==> config.mk <==
export PLATFORM = sky130hd
export DESIGN_NAME = midpoint_ellipse_generator_core
export DESIGN_NICKNAME = d
export VERILOG_FILES = /design/src/design/meg_pkg.sv /design/src/design/midpoint_ellipse_generator_core.sv
export SDC_FILE = /design/constraint.sdc
export NUM_CORES = 2
export LEC_CHECK = 0
export ABC_CLOCK_PERIOD_IN_PS = 13000
export BUFFER_PORTS_ARGS = -buffer_cell sky130_fd_sc_hd__buf_2
export CAP_MARGIN = 20
export CORE_ASPECT_RATIO = 1.75
export CORE_MARGIN = 3
export CORE_UTILIZATION = 65
export DETAILED_ROUTE_END_ITERATION = 12
export MAX_ROUTING_LAYER = met4
export PLACE_DENSITY = 0.89
export SYNTH_ARGS = -nofsm -noshare
export SYNTH_HDL_FRONTEND = slang
export SYNTH_SLANG_ARGS = --single-unit
==> constraint.sdc <==
create_clock -name clk -period 13 [get_ports clk]
set_clock_uncertainty 0.05 [all_clocks]
set_input_delay 1.3 -clock clk [delete_from_list [all_inputs] [get_ports clk]]
set_output_delay 1.3 -clock clk [all_outputs]
set_load 0.01 [all_outputs]
==> src/design/meg_pkg.sv <==
// ----------------------------------------------------------------------------
// meg_pkg: shared definitions for the midpoint ellipse generator
// Colour field widths, item function codes and the RGB565 packing helper.
// ----------------------------------------------------------------------------
package meg_pkg;

    // Colour channel and packed pixel widths
    localparam int COLOR_BITS = 8;
    localparam int PIXEL_BITS = 16;

    // Item function codes
    localparam logic FUNC_START = 1'b0;
    localparam logic FUNC_STEP  = 1'b1;

    // Pack an 8:8:8 colour into 5:6:5
    function automatic logic [PIXEL_BITS-1:0] pack565(
        input logic [COLOR_BITS-1:0] r,
        input logic [COLOR_BITS-1:0] g,
        input logic [COLOR_BITS-1:0] b
    );
        pack565 = {r[7:3], g[7:2], b[7:3]};
    endfunction

endpackage

==> src/design/midpoint_ellipse_generator_core.sv <==
// ----------------------------------------------------------------------------
// midpoint_ellipse_generator_core
// Midpoint ellipse rasterizer built around one shared multiplier and one
// shared wide adder under a small sequencer.
// ----------------------------------------------------------------------------
// Usage:
//   Item channel (item_valid/item_ready): func = FUNC_START loads the centre,
//   semi-axes and colour; func = FUNC_STEP runs one iteration. item_ready is
//   high only while the sequencer is idle; one item is worked at a time.
//   Result channel (result_valid/result_ready): each item yields four mirrored
//   points in the order (+x,+y), (-x,+y), (+x,-y), (-x,-y), the fourth with
//   last set, or a single done result (zero coordinates, last and done_res).
//   Sequence from item transfer to the last point loaded into the output
//   register, per item kind:
//     start            : a^2, b^2, a^2*b, region 1 decision, then points
//     region 1 step    : x and dx, y and dy if d >= 0, decision, then points
//     region 2 step    : y and dy, decision, x and dx if d <= 0, then points
//     entering region 2: the multiplies of the new decision come first
//     done             : the single done result
//   The item rate is set by the sequence of multiplies and adds through the
//   shared unit plus one output register load per point.
//   A stalled receiver holds the output register; the sequencer waits at the
//   point it wants to load. The next item is taken while the last point of
//   the previous one still waits. Reset returns to idle; a step then gives
//   the done result.
// ----------------------------------------------------------------------------
module midpoint_ellipse_generator_core #(
    parameter int COORD_BITS = 12,
    parameter int AXIS_BITS  = 10
) (
    input  logic                                  clk,
    input  logic                                  rst_n,

    input  logic                                  item_valid,
    output logic                                  item_ready,
    input  logic                                  func,
    input  logic signed [COORD_BITS-1:0]          center_x,
    input  logic signed [COORD_BITS-1:0]          center_y,
    input  logic        [AXIS_BITS-1:0]           semi_x,
    input  logic        [AXIS_BITS-1:0]           semi_y,
    input  logic        [meg_pkg::COLOR_BITS-1:0] red,
    input  logic        [meg_pkg::COLOR_BITS-1:0] green,
    input  logic        [meg_pkg::COLOR_BITS-1:0] blue,

    output logic                                  result_valid,
    input  logic                                  result_ready,
    output logic signed [COORD_BITS:0]            point_x,
    output logic signed [COORD_BITS:0]            point_y,
    output logic        [meg_pkg::PIXEL_BITS-1:0] pixel565,
    output logic                                  last,
    output logic                                  done_res
);

    import meg_pkg::*;

    // Derived widths
    localparam int OB   = COORD_BITS + 1;           // output coordinate
    localparam int XW   = AXIS_BITS + 2;            // current x / y
    localparam int SQW  = 2 * AXIS_BITS;            // a^2, b^2
    localparam int MW   = 2 * AXIS_BITS + 6;        // multiplier operand
    localparam int PW   = 4 * AXIS_BITS + 6;        // kept product
    localparam int DW   = 4 * AXIS_BITS + 8;        // decision
    localparam int SW   = 3 * AXIS_BITS + 4;        // slopes
    localparam int SUMW = ((OB > XW) ? OB : XW) + 1; // point adder

    // Phase codes
    localparam logic [1:0] PH_IDLE = 2'd0;
    localparam logic [1:0] PH_R1   = 2'd1;
    localparam logic [1:0] PH_R2   = 2'd2;

    // Sequencer states
    localparam logic [4:0] ST_IDLE  = 5'd0;
    localparam logic [4:0] ST_L_AA  = 5'd1;
    localparam logic [4:0] ST_L_BB  = 5'd2;
    localparam logic [4:0] ST_L_AB  = 5'd3;
    localparam logic [4:0] ST_L_D0  = 5'd4;
    localparam logic [4:0] ST_L_D1  = 5'd5;
    localparam logic [4:0] ST_L_D2  = 5'd6;
    localparam logic [4:0] ST_L_DIV = 5'd7;
    localparam logic [4:0] ST_I_TX  = 5'd8;
    localparam logic [4:0] ST_I_BTX = 5'd9;
    localparam logic [4:0] ST_I_TY  = 5'd10;
    localparam logic [4:0] ST_I_ATY = 5'd11;
    localparam logic [4:0] ST_I_AD  = 5'd12;
    localparam logic [4:0] ST_I_SUB = 5'd13;
    localparam logic [4:0] ST_I_DIV = 5'd14;
    localparam logic [4:0] ST_R1_DX = 5'd15;
    localparam logic [4:0] ST_R1_DY = 5'd16;
    localparam logic [4:0] ST_R1_D1 = 5'd17;
    localparam logic [4:0] ST_R1_D2 = 5'd18;
    localparam logic [4:0] ST_R1_D3 = 5'd19;
    localparam logic [4:0] ST_R2_DY = 5'd20;
    localparam logic [4:0] ST_R2_D1 = 5'd21;
    localparam logic [4:0] ST_R2_D2 = 5'd22;
    localparam logic [4:0] ST_R2_DX = 5'd23;
    localparam logic [4:0] ST_R2_D3 = 5'd24;
    localparam logic [4:0] ST_EMIT  = 5'd25;
    localparam logic [4:0] ST_DONE  = 5'd26;

    // Control registers
    logic [4:0] state_reg, state_next;
    logic [1:0] phase_reg, phase_next;
    logic [1:0] k_reg, k_next;
    logic       br_reg, br_next;

    // Ellipse state
    logic signed [COORD_BITS-1:0] ccol_reg, ccol_next;
    logic signed [COORD_BITS-1:0] crow_reg, crow_next;
    logic [AXIS_BITS-1:0]         a_reg, a_next;
    logic [AXIS_BITS-1:0]         b_reg, b_next;
    logic [SQW-1:0]               a2_reg, a2_next;
    logic [SQW-1:0]               b2_reg, b2_next;
    logic [XW-1:0]                x_reg, x_next;
    logic [XW-1:0]                y_reg, y_next;
    logic signed [SW-1:0]         dx_reg, dx_next;
    logic signed [SW-1:0]         dy_reg, dy_next;
    logic signed [DW-1:0]         d_reg, d_next;
    logic [PW-1:0]                prod_reg, prod_next;
    logic [PIXEL_BITS-1:0]        color_reg, color_next;

    // Output register
    logic                  rv_reg, rv_next;
    logic [OB-1:0]         px_reg, px_next;
    logic [OB-1:0]         py_reg, py_next;
    logic [PIXEL_BITS-1:0] pix_reg, pix_next;
    logic                  last_reg, last_next;
    logic                  done_reg, done_next;

    // Shared unit
    logic [MW-1:0]        mul_a, mul_b;
    logic [2*MW-1:0]      mul_res;
    logic                 mul_en;
    logic signed [DW-1:0] add_a, add_b, add_res;
    logic                 add_sub;

    // Helpers
    logic                  accept;
    logic                  space;
    logic [XW:0]           tx;
    logic [XW-1:0]         ty;
    logic signed [SUMW-1:0] cx_ext, cy_ext, x_ext, y_ext, px_calc, py_calc;

    assign item_ready = (state_reg == ST_IDLE);
    assign accept     = item_valid && item_ready;
    assign space      = !rv_reg || result_ready;

    // Region 2 multiplier terms: 2x+1 and |y-1|
    assign tx = {x_reg, 1'b1};
    assign ty = (y_reg == '0) ? XW'(1) : y_reg - XW'(1);

    // Shared multiplier and adder
    assign mul_res = mul_a * mul_b;
    assign add_res = add_a + (add_sub ? ~add_b : add_b) + DW'(add_sub);

    // Mirrored point arithmetic
    assign cx_ext  = SUMW'(ccol_reg);
    assign cy_ext  = SUMW'(crow_reg);
    assign x_ext   = SUMW'($signed({1'b0, x_reg}));
    assign y_ext   = SUMW'($signed({1'b0, y_reg}));
    assign px_calc = k_reg[0] ? cx_ext - x_ext : cx_ext + x_ext;
    assign py_calc = k_reg[1] ? cy_ext - y_ext : cy_ext + y_ext;

    // Sequencer and datapath next state
    always_comb
    begin
        state_next = state_reg;
        phase_next = phase_reg;
        k_next     = k_reg;
        br_next    = br_reg;
        ccol_next  = ccol_reg;
        crow_next  = crow_reg;
        a_next     = a_reg;
        b_next     = b_reg;
        a2_next    = a2_reg;
        b2_next    = b2_reg;
        x_next     = x_reg;
        y_next     = y_reg;
        dx_next    = dx_reg;
        dy_next    = dy_reg;
        d_next     = d_reg;
        prod_next  = prod_reg;
        color_next = color_reg;
        rv_next    = rv_reg && !result_ready;
        px_next    = px_reg;
        py_next    = py_reg;
        pix_next   = pix_reg;
        last_next  = last_reg;
        done_next  = done_reg;
        mul_a      = '0;
        mul_b      = '0;
        mul_en     = 1'b0;
        add_a      = '0;
        add_b      = '0;
        add_sub    = 1'b0;

        unique case (state_reg)
            ST_IDLE:
            begin
                if (accept)
                begin
                    if (func == FUNC_START)
                    begin
                        ccol_next  = center_x;
                        crow_next  = center_y;
                        a_next     = semi_x;
                        b_next     = semi_y;
                        x_next     = '0;
                        y_next     = XW'(semi_y);
                        dx_next    = '0;
                        color_next = pack565(red, green, blue);
                        phase_next = PH_R1;
                        state_next = ST_L_AA;
                    end
                    else if (phase_reg == PH_R1 && dx_reg < dy_reg)
                    begin
                        state_next = ST_R1_DX;
                    end
                    else if (phase_reg == PH_R1)
                    begin
                        state_next = ST_I_TX;
                    end
                    else if (phase_reg == PH_R2 && y_reg != '0)
                    begin
                        state_next = ST_R2_DY;
                    end
                    else
                    begin
                        state_next = ST_DONE;
                    end
                end
            end

            // Start: a^2, b^2, a^2*b and the region 1 decision
            ST_L_AA:
            begin
                mul_a      = MW'(a_reg);
                mul_b      = MW'(a_reg);
                mul_en     = 1'b1;
                state_next = ST_L_BB;
            end
            ST_L_BB:
            begin
                a2_next    = prod_reg[SQW-1:0];
                mul_a      = MW'(b_reg);
                mul_b      = MW'(b_reg);
                mul_en     = 1'b1;
                state_next = ST_L_AB;
            end
            ST_L_AB:
            begin
                b2_next    = prod_reg[SQW-1:0];
                mul_a      = MW'(a2_reg);
                mul_b      = MW'(b_reg);
                mul_en     = 1'b1;
                state_next = ST_L_D0;
            end
            ST_L_D0:
            begin
                dy_next    = SW'({prod_reg, 1'b0});
                add_a      = DW'({b2_reg, 2'b00});
                add_b      = DW'({prod_reg, 2'b00});
                add_sub    = 1'b1;
                d_next     = add_res;
                state_next = ST_L_D1;
            end
            ST_L_D1:
            begin
                add_a      = d_reg;
                add_b      = DW'(a2_reg);
                d_next     = add_res;
                state_next = ST_L_D2;
            end
            ST_L_D2:
            begin
                add_a      = d_reg;
                add_b      = DW'(2);
                d_next     = add_res;
                state_next = ST_L_DIV;
            end
            ST_L_DIV:
            begin
                // quarter units, truncated toward zero
                add_a      = d_reg;
                add_b      = d_reg[DW-1] ? DW'(3) : '0;
                d_next     = add_res >>> 2;
                state_next = ST_EMIT;
            end

            // Region 2 entry: b^2(2x+1)^2 + 4a^2(y-1)^2 - 4a^2b^2 - 2
            ST_I_TX:
            begin
                mul_a      = MW'(tx);
                mul_b      = MW'(tx);
                mul_en     = 1'b1;
                state_next = ST_I_BTX;
            end
            ST_I_BTX:
            begin
                mul_a      = MW'(b2_reg);
                mul_b      = prod_reg[MW-1:0];
                mul_en     = 1'b1;
                state_next = ST_I_TY;
            end
            ST_I_TY:
            begin
                add_a      = DW'(prod_reg);
                add_b      = DW'(2);
                add_sub    = 1'b1;
                d_next     = add_res;
                mul_a      = MW'(ty);
                mul_b      = MW'(ty);
                mul_en     = 1'b1;
                state_next = ST_I_ATY;
            end
            ST_I_ATY:
            begin
                mul_a      = MW'(a2_reg);
                mul_b      = prod_reg[MW-1:0];
                mul_en     = 1'b1;
                state_next = ST_I_AD;
            end
            ST_I_AD:
            begin
                add_a      = d_reg;
                add_b      = DW'({prod_reg, 2'b00});
                d_next     = add_res;
                mul_a      = MW'(a2_reg);
                mul_b      = MW'(b2_reg);
                mul_en     = 1'b1;
                state_next = ST_I_SUB;
            end
            ST_I_SUB:
            begin
                add_a      = d_reg;
                add_b      = DW'({prod_reg, 2'b00});
                add_sub    = 1'b1;
                d_next     = add_res;
                state_next = ST_I_DIV;
            end
            ST_I_DIV:
            begin
                add_a      = d_reg;
                add_b      = d_reg[DW-1] ? DW'(3) : '0;
                d_next     = add_res >>> 2;
                phase_next = PH_R2;
                state_next = (y_reg != '0) ? ST_R2_DY : ST_DONE;
            end

            // Region 1 iteration
            ST_R1_DX:
            begin
                x_next     = x_reg + XW'(1);
                add_a      = DW'(dx_reg);
                add_b      = DW'({b2_reg, 1'b0});
                dx_next    = add_res[SW-1:0];
                br_next    = d_reg[DW-1];
                state_next = d_reg[DW-1] ? ST_R1_D1 : ST_R1_DY;
            end
            ST_R1_DY:
            begin
                y_next     = y_reg - XW'(1);
                add_a      = DW'(dy_reg);
                add_b      = DW'({a2_reg, 1'b0});
                add_sub    = 1'b1;
                dy_next    = add_res[SW-1:0];
                state_next = ST_R1_D1;
            end
            ST_R1_D1:
            begin
                add_a      = d_reg;
                add_b      = DW'(b2_reg);
                d_next     = add_res;
                state_next = ST_R1_D2;
            end
            ST_R1_D2:
            begin
                add_a      = d_reg;
                add_b      = DW'(dx_reg);
                d_next     = add_res;
                state_next = br_reg ? ST_EMIT : ST_R1_D3;
            end
            ST_R1_D3:
            begin
                add_a      = d_reg;
                add_b      = DW'(dy_reg);
                add_sub    = 1'b1;
                d_next     = add_res;
                state_next = ST_EMIT;
            end

            // Region 2 iteration
            ST_R2_DY:
            begin
                y_next     = y_reg - XW'(1);
                add_a      = DW'(dy_reg);
                add_b      = DW'({a2_reg, 1'b0});
                add_sub    = 1'b1;
                dy_next    = add_res[SW-1:0];
                br_next    = !d_reg[DW-1] && (d_reg != '0);
                state_next = ST_R2_D1;
            end
            ST_R2_D1:
            begin
                add_a      = d_reg;
                add_b      = DW'(a2_reg);
                d_next     = add_res;
                state_next = ST_R2_D2;
            end
            ST_R2_D2:
            begin
                add_a      = d_reg;
                add_b      = DW'(dy_reg);
                add_sub    = 1'b1;
                d_next     = add_res;
                state_next = br_reg ? ST_EMIT : ST_R2_DX;
            end
            ST_R2_DX:
            begin
                x_next     = x_reg + XW'(1);
                add_a      = DW'(dx_reg);
                add_b      = DW'({b2_reg, 1'b0});
                dx_next    = add_res[SW-1:0];
                state_next = ST_R2_D3;
            end
            ST_R2_D3:
            begin
                add_a      = d_reg;
                add_b      = DW'(dx_reg);
                d_next     = add_res;
                state_next = ST_EMIT;
            end

            // Four mirrored points, one per output register load
            ST_EMIT:
            begin
                if (space)
                begin
                    rv_next   = 1'b1;
                    px_next   = px_calc[OB-1:0];
                    py_next   = py_calc[OB-1:0];
                    pix_next  = color_reg;
                    last_next = (k_reg == 2'd3);
                    done_next = 1'b0;
                    k_next    = k_reg + 2'd1;
                    if (k_reg == 2'd3)
                    begin
                        state_next = ST_IDLE;
                    end
                end
            end

            // Single done result
            ST_DONE:
            begin
                if (space)
                begin
                    rv_next    = 1'b1;
                    px_next    = '0;
                    py_next    = '0;
                    pix_next   = '0;
                    last_next  = 1'b1;
                    done_next  = 1'b1;
                    phase_next = PH_IDLE;
                    state_next = ST_IDLE;
                end
            end

            default:
            begin
                state_next = ST_IDLE;
            end
        endcase

        if (mul_en)
        begin
            prod_next = mul_res[PW-1:0];
        end
    end

    // Registers with reset: control, ellipse state and result valid
    always_ff @(posedge clk or negedge rst_n)
    begin
        if (!rst_n)
        begin
            state_reg <= ST_IDLE;
            phase_reg <= PH_IDLE;
            k_reg     <= '0;
            br_reg    <= 1'b0;
            rv_reg    <= 1'b0;
            ccol_reg  <= '0;
            crow_reg  <= '0;
            a2_reg    <= '0;
            b2_reg    <= '0;
            x_reg     <= '0;
            y_reg     <= '0;
            dx_reg    <= '0;
            dy_reg    <= '0;
            d_reg     <= '0;
            color_reg <= '0;
        end
        else
        begin
            state_reg <= state_next;
            phase_reg <= phase_next;
            k_reg     <= k_next;
            br_reg    <= br_next;
            rv_reg    <= rv_next;
            ccol_reg  <= ccol_next;
            crow_reg  <= crow_next;
            a2_reg    <= a2_next;
            b2_reg    <= b2_next;
            x_reg     <= x_next;
            y_reg     <= y_next;
            dx_reg    <= dx_next;
            dy_reg    <= dy_next;
            d_reg     <= d_next;
            color_reg <= color_next;
        end
    end

    // Payload registers
    always_ff @(posedge clk)
    begin
        a_reg    <= a_next;
        b_reg    <= b_next;
        prod_reg <= prod_next;
        px_reg   <= px_next;
        py_reg   <= py_next;
        pix_reg  <= pix_next;
        last_reg <= last_next;
        done_reg <= done_next;
    end

    assign result_valid = rv_reg;
    assign point_x      = px_reg;
    assign point_y      = py_reg;
    assign pixel565     = pix_reg;
    assign last         = last_reg;
    assign done_res     = done_reg;

    // Checks
    a_start_seq: assert property (@(posedge clk) disable iff (!rst_n)
        accept && (func == FUNC_START) |=> state_reg == ST_L_AA)
        else $error("start transfer did not enter the load sequence");

    a_done_zero: assert property (@(posedge clk) disable iff (!rst_n)
        result_valid && done_res |-> point_x == '0 && point_y == '0
            && pixel565 == '0 && last)
        else $error("done result carries data");

    a_dy_nonneg: assert property (@(posedge clk) disable iff (!rst_n)
        !dy_reg[SW-1])
        else $error("slope dy went negative");

    a_k_idle: assert property (@(posedge clk) disable iff (!rst_n)
        state_reg != ST_EMIT |-> k_reg == 2'd0)
        else $error("point counter left mid-sequence");

endmodule
; Word level (Yosys, flattened, before mapping)
; Index checks and enable logic that the tools add are counted.
[word_totals]
ff_bits = 341
latch_bits = 0
ramBits = 0
mem_bits_ro = 0
input_bits = 73
out_inout_bits = 46
elab_cells = 169
memories = 0
[classes]
add_sub_neg = 9
n_mul = 1
div = 0
magnitude_cmp = 1
eq_ne = 34
n_shift = 0
mux = 55
bitwise_logic = 2
reduce_logical = 44
[ops]
columns = operator, count
row1 = 48-bit one-hot mux with 9 select lines, 1
row2 = 48-bit one-hot mux with 5 select lines, 1
row3 = 26-bit one-hot mux with 6 select lines, 1
row4 = 34-bit one-hot mux with 2 select lines, 2
row5 = 5-bit one-hot mux with 25 select lines, 1
row6 = 20-bit one-hot mux with 6 select lines, 1
row7 = 48-bit one-hot mux with 2 select lines, 1
row8 = 34-bit 2-to-1 mux, 2
row9 = 13-bit 2-to-1 mux, 5
row10 = 12-bit 2-to-1 mux, 5
row11 = 5-bit equality test (second input constant), 11
row12 = 13-bit one-hot mux with 2 select lines, 2
row13 = 48-bit by 1-bit adder with 48-bit output, 1
row14 = 48-bit adder, 1
row15 = 48-bit 2-to-1 mux, 1
row16 = 48-bit inverter, 1
row17 = 12-bit one-hot mux with 2 select lines, 2
row18 = 48-bit nonzero test, 1
row19 = 26-bit by 26-bit multiplier with 46-bit output, 1
row20 = 5-bit by 4-bit equality test with 1-bit output (second input constant), 8
row21 = 5-bit 2-to-1 mux, 7
row22 = 34-bit less-than comparator, 1
row23 = 16-bit 2-to-1 mux, 2
row24 = 16-bit one-hot mux with 2 select lines, 1
row25 = 34 further kinds, 86

; Longest topological paths before layout
[logic_depth]
depth_word = 8
depth_mapped = 38
depth_no_buf = 37

; Worst setup path after synthesis
; No wires, ideal clock.
[synth_timing]
path_type = register to register
start = register y_reg[2]
end = register prod_reg[42] (data pin)
setup_ps = 260
arrival_ps = 8651
required_time_ps = 12690
path_slack_ps = 4039
stages_incl_launch_ff = 32
path_buffers = 0
synth_period_minus_slack_ps = 8961
cell_sequence = dfrtp_1 > or3_4 > or3_4 > or3_4 > or3_4 > nor3_4 > xnor2_1 > o21ai_2 > a221oi_1 > nor2_1 > fa_1 > inv_1 > fa_1 > fa_1 > inv_1 > fa_1 > fa_1 > fa_1 > inv_1 > fa_1 > inv_1 > ha_1 > a21o_1 > a21oi_1 > o21a_1 > o41ai_1 > a21oi_1 > o21a_1 > a31oi_1 > and2_1 > a31oi_1 > xnor2_1
[synth_between]
elab_chain_cells = 4
word_cells_on_any_way = 6
classes_between = add/sub: 1 / mul: 1 / mux: 3 / reduce/logical: 1
[synth_rtl]
columns = item, line
row1 = start: declaration, midpoint_ellipse_generator_core.sv:114  ; logic [XW-1:0] y_reg, y_next;
row2 = start signal: assignment, midpoint_ellipse_generator_core.sv:513  ; y_reg <= y_next;
row3 = 12-bit by 1-bit subtractor with 12-bit output or 12-bit logical NOT (tied branches), midpoint_ellipse_generator_core.sv:149  ; assign ty = (y_reg == '0) ? XW'(1) : y_reg - XW'(1);
row4 = 12-bit 2-to-1 mux (*), midpoint_ellipse_generator_core.sv:149
row5 = 20-bit one-hot mux with 6 select lines or 26-bit one-hot mux with 6 select lines (tied branches), midpoint_ellipse_generator_core.sv:196  ; unique case (state_reg)
row6 = 26-bit by 26-bit multiplier with 46-bit output (*), midpoint_ellipse_generator_core.sv:152  ; assign mul_res = mul_a * mul_b;
row7 = via mul_res[42], midpoint_ellipse_generator_core.sv:131  ; logic [2*MW-1:0] mul_res;
row8 = end signal: assignment, midpoint_ellipse_generator_core.sv:526  ; prod_reg <= prod_next;
row9 = end: declaration, midpoint_ellipse_generator_core.sv:118  ; logic [PW-1:0] prod_reg, prod_next;
; The timed path passes the listed nets; every way through them passes the cells marked *.
; A chain may end at the register's enable or synchronous reset.

; Worst setup path in the final report
[layout_timing]
start = register y_reg[0]
end = register prod_reg[45] (data pin)
; The elaborated chain is that of the path after synthesis.

==> run_results.csv <==
group,metric,value,unit
run_status,failed_checks,"design-rule violations",
die,core_region_area,58100,um^2
synth,synth_seq_cells,341,
setup_path,crit_top_cell,"fa_1",
synth,synth-simple-area-share,15.5,%
power_and_ir_drop,power_switching,0.00615,W
die,die-area,61800,um^2
timing,finalMaxSlewViolations,0,
synth,synth_area_leaders,"fa_1 23%, dfrtp_1 15%, edfxtp_1 8.6%, ha_1 8.6%, nand2_1 6.2%",
die,rows,117,
clocking,h-tree-depth,1,
place,dp_hpwl,90300,um
synth,synth_adder_area_share,31.2,%
clocking,clkLatencyLatePin,640,ps
setup_path,reg2reg_depth,32,
setup_path,regToRegStartpoint,"y_reg[0]",
global_routing,grt_overflow,0,
synth,yosysMostFrequentCell,"nand2_1",
synth,yosysTopAreaCell,"fa_1",
flow_run,maxCapViolCount,0,
die,fp.dieH,327,um
synth,yosysSeqAreaShare,23.8,%
power_and_ir_drop,internal_power,0.00512,W
clocking,postCtsSetupRepairBufs,0,
synth,synth_mux_area_share,1.35,%
synth,synth_xor_area_share,4.29,%
setup_path,slowest_delay,940,ps
place,routabilityCongestion,1.05,
synth,avgSynthCellArea,8.85,um^2
global_routing,grtUsageTotal,40.2,%
setup_path,endpoint_kind,"register",
global_routing,grt_pass1_wl,189000,um
power_and_ir_drop,power_density,279,nW/um^2
cells_and_area,area_growth,5.89,%
hold_path,hp-class,"reg -> reg",
drt,wire_per_inst,23.8,um
timing,hold_violations,0,
global_routing,grt_max_degree,98,
clocking,numClockSinks,341,
drt,drcViolationCount,3,
drt,drt-total-wl,120000,um
drt,ant_nets,0,
die,die_x,189,um
power_and_ir_drop,swShare,54.6,%
synth,synth_warnings,0,
clocking,cts-buffers-inserted,30,
synth,ys_top_cells_by_count,"629 x nand2_1, 593 x inv_1, 431 x fa_1",
cells_and_area,layout-drive-gt1-share,7.22,%
clocking,clockRootBuffer,"clkbuf_16",
timing,post-route-period-util,86.0,%
run_status,status,"finished, violations left",
setup_path,reg2reg_to,"prod_reg[45]",
synth,synth_top_family_by_area,"adder cells",
setup_path,critical_path_peak_fanout,17,
power_and_ir_drop,total_leakage_power,19.1,nW
timing,rsz0062_at_grt,"no",
place,dp.cells,5008,
synth,synth-compound-area-share,15.5,%
global_routing,grt_pass1_vias,36100,
clocking,cts-resized-gates,0,
synth,dominantRegCellSynth,"dfrtp_1",
power_and_ir_drop,seqPwrFrac,20.4,%
die,io_pins,119,
synth,synth_cell_type_count,85,
place,io_buffers,110,
timing,slew_headroom,15.1,%
setup_path,cp.required,13310,ps
drt,first_pass_iters,13,
setup_path,cp_slowest_cell,"and2_1",
drt,first_iter_violations,3918,
setup_path,crit_start,"y_reg[0]",
synth,synth_edf_count,110,
global_routing,antenna_found_initial,1,
cells_and_area,largest_reg_flops,48,
synth,yosys.area.top_type_share,22.6,%
clocking,path_clk_slew,70,ps
die,initial_utilization,65.7,%
drt,dr_total_vias,34200,
power_and_ir_drop,vdd_ir_drop_max,0.243,mV
setup_path,arrival,11490,ps
drt,vias_per_cell,6.75,
cells_and_area,final_cells,5070,
setup_path,crit_type,"reg -> reg",
setup_path,rrSetupSlack,1820,ps
cells_and_area,nFillCells,4312,
timing,tightestPinTransition,1270,ps
timing,tns,0,ps
setup_path,startpoint_type,"register",
clocking,clock_path_buffers,3,
synth,async_flop_share,67.7,%
setup_path,critPathCapture,"prod_reg[45]",
power_and_ir_drop,p_clk_share,8.9,%
power_and_ir_drop,pwr-share-comb,70.7,%
cells_and_area,nNetsFinal,5037,
synth,syn_inst,4317,
timing,fin_crit,11180,ps
timing,fmax,89.4,MHz
synth,synth_area,38200,um^2
clocking,ctsHoldBuffers,0,
timing,holdWs,425,ps
clocking,cts_tree,"done",
timing,setup_violations,0,
synth,synth_fp_nets,5084,
## routing by layer
metal,global-route usage (%),routed length [um],vias up
met5,-,0,-
met2,66.8,58500,2416
met3,7.13,11100,1035
met1,40.6,37100,16400
li1,-,-,14400
met4,34.4,13700,0
## critical path: cells and delay by family, from the launching register on
family / cells / cell delay [ps]
simple gates: 11 / 3340
flops: 1 / 480
compound gates: 6 / 2440
xor+xnor: 1 / 140
buf+inv: 5 / 360
fa+ha+maj: 9 / 4090
## how the worst min path moves through the flow
stage,from,to,cells past startpoint
2_1_floorplan,color_reg[0],color_reg[0],2
3_3_place_gp,color_reg[7],color_reg[7],2
3_5_place_dp,color_reg[13],color_reg[13],2
4_1_cts,color_reg[13],color_reg[13],2
5_1_grt,crow_reg[5],crow_reg[5],2
6_report,color_reg[6],color_reg[6],2
## cells by family after synthesis
logic type / count (synthesis)
compound gates: 844
xor+xnor: 187
fa+ha+maj: 694
buf+inv: 841
flops: 341
mux: 46
simple gates: 1364
## stage by stage
step / power (W) / instance area, um^2 / utilization, % / setup slack (ps)
finish: 0.0113 / 40500 / 69.6 / 1820
global route: 0.0121 / 40500 / 69.6 / 1160
CTS: 0.0110 / 40400 / 69.5 / 1950
detailed placement: 0.00992 / 39300 / 67.6 / 2050
global placement: 0.00961 / 39300 / 67.6 / 2280
floorplan: 0.00768 / 38200 / - / 4040
## power groups by stage
stage / Clock, W / Combinational, W / Sequential [W]
final: 0.00101 / 0.00797 / 0.00230
after detailed placement: 0 / 0.00765 / 0.00227
after global placement: 0 / 0.00736 / 0.00225
after CTS: 0.00100 / 0.00772 / 0.00225
after global routing: 0.00105 / 0.00874 / 0.00232
after floorplan: 0 / 0.00567 / 0.00201
## cell type report
cell class / count / area [um^2] / share of cell area (%)
clock inverter: 19 / 287 / 0.708
inverter: 596 / 2240 / 5.53
multi-input combinational: 3135 / 26100 / 64.4
clock buffer: 37 / 797 / 1.97
timing repair buffer: 166 / 1030 / 2.54
antenna: 3 / 7.51 / 0.0186
sequential: 341 / 9080 / 22.4
tap: 773 / 967 / 2.39
## layout by cell type, fill, tap and decap left out, types with 17 or more instances in the layout
master and instances:
inv_1 593, xnor2_1 112, nand2_1 628, a21oi_1 155
o21bai_1 21, buf_2 109, or3_1 17, mux2_2 43
a221o_1 25, ha_1 263, nand4_1 23, xor2_1 75
edfxtp_1 110, nor2_1 369, nor2b_1 40, and2_1 43
nor3_1 44, a22oi_1 130, a22o_1 17, dfrtp_1 231
nand3_1 92, o221ai_1 44, fa_1 431, clkbuf_16 30
buf_4 53, a222oi_1 70, nand2b_1 30, o21ai_0 171
a21o_1 63
No activity file was read; power rests on OpenSTA's default activity.
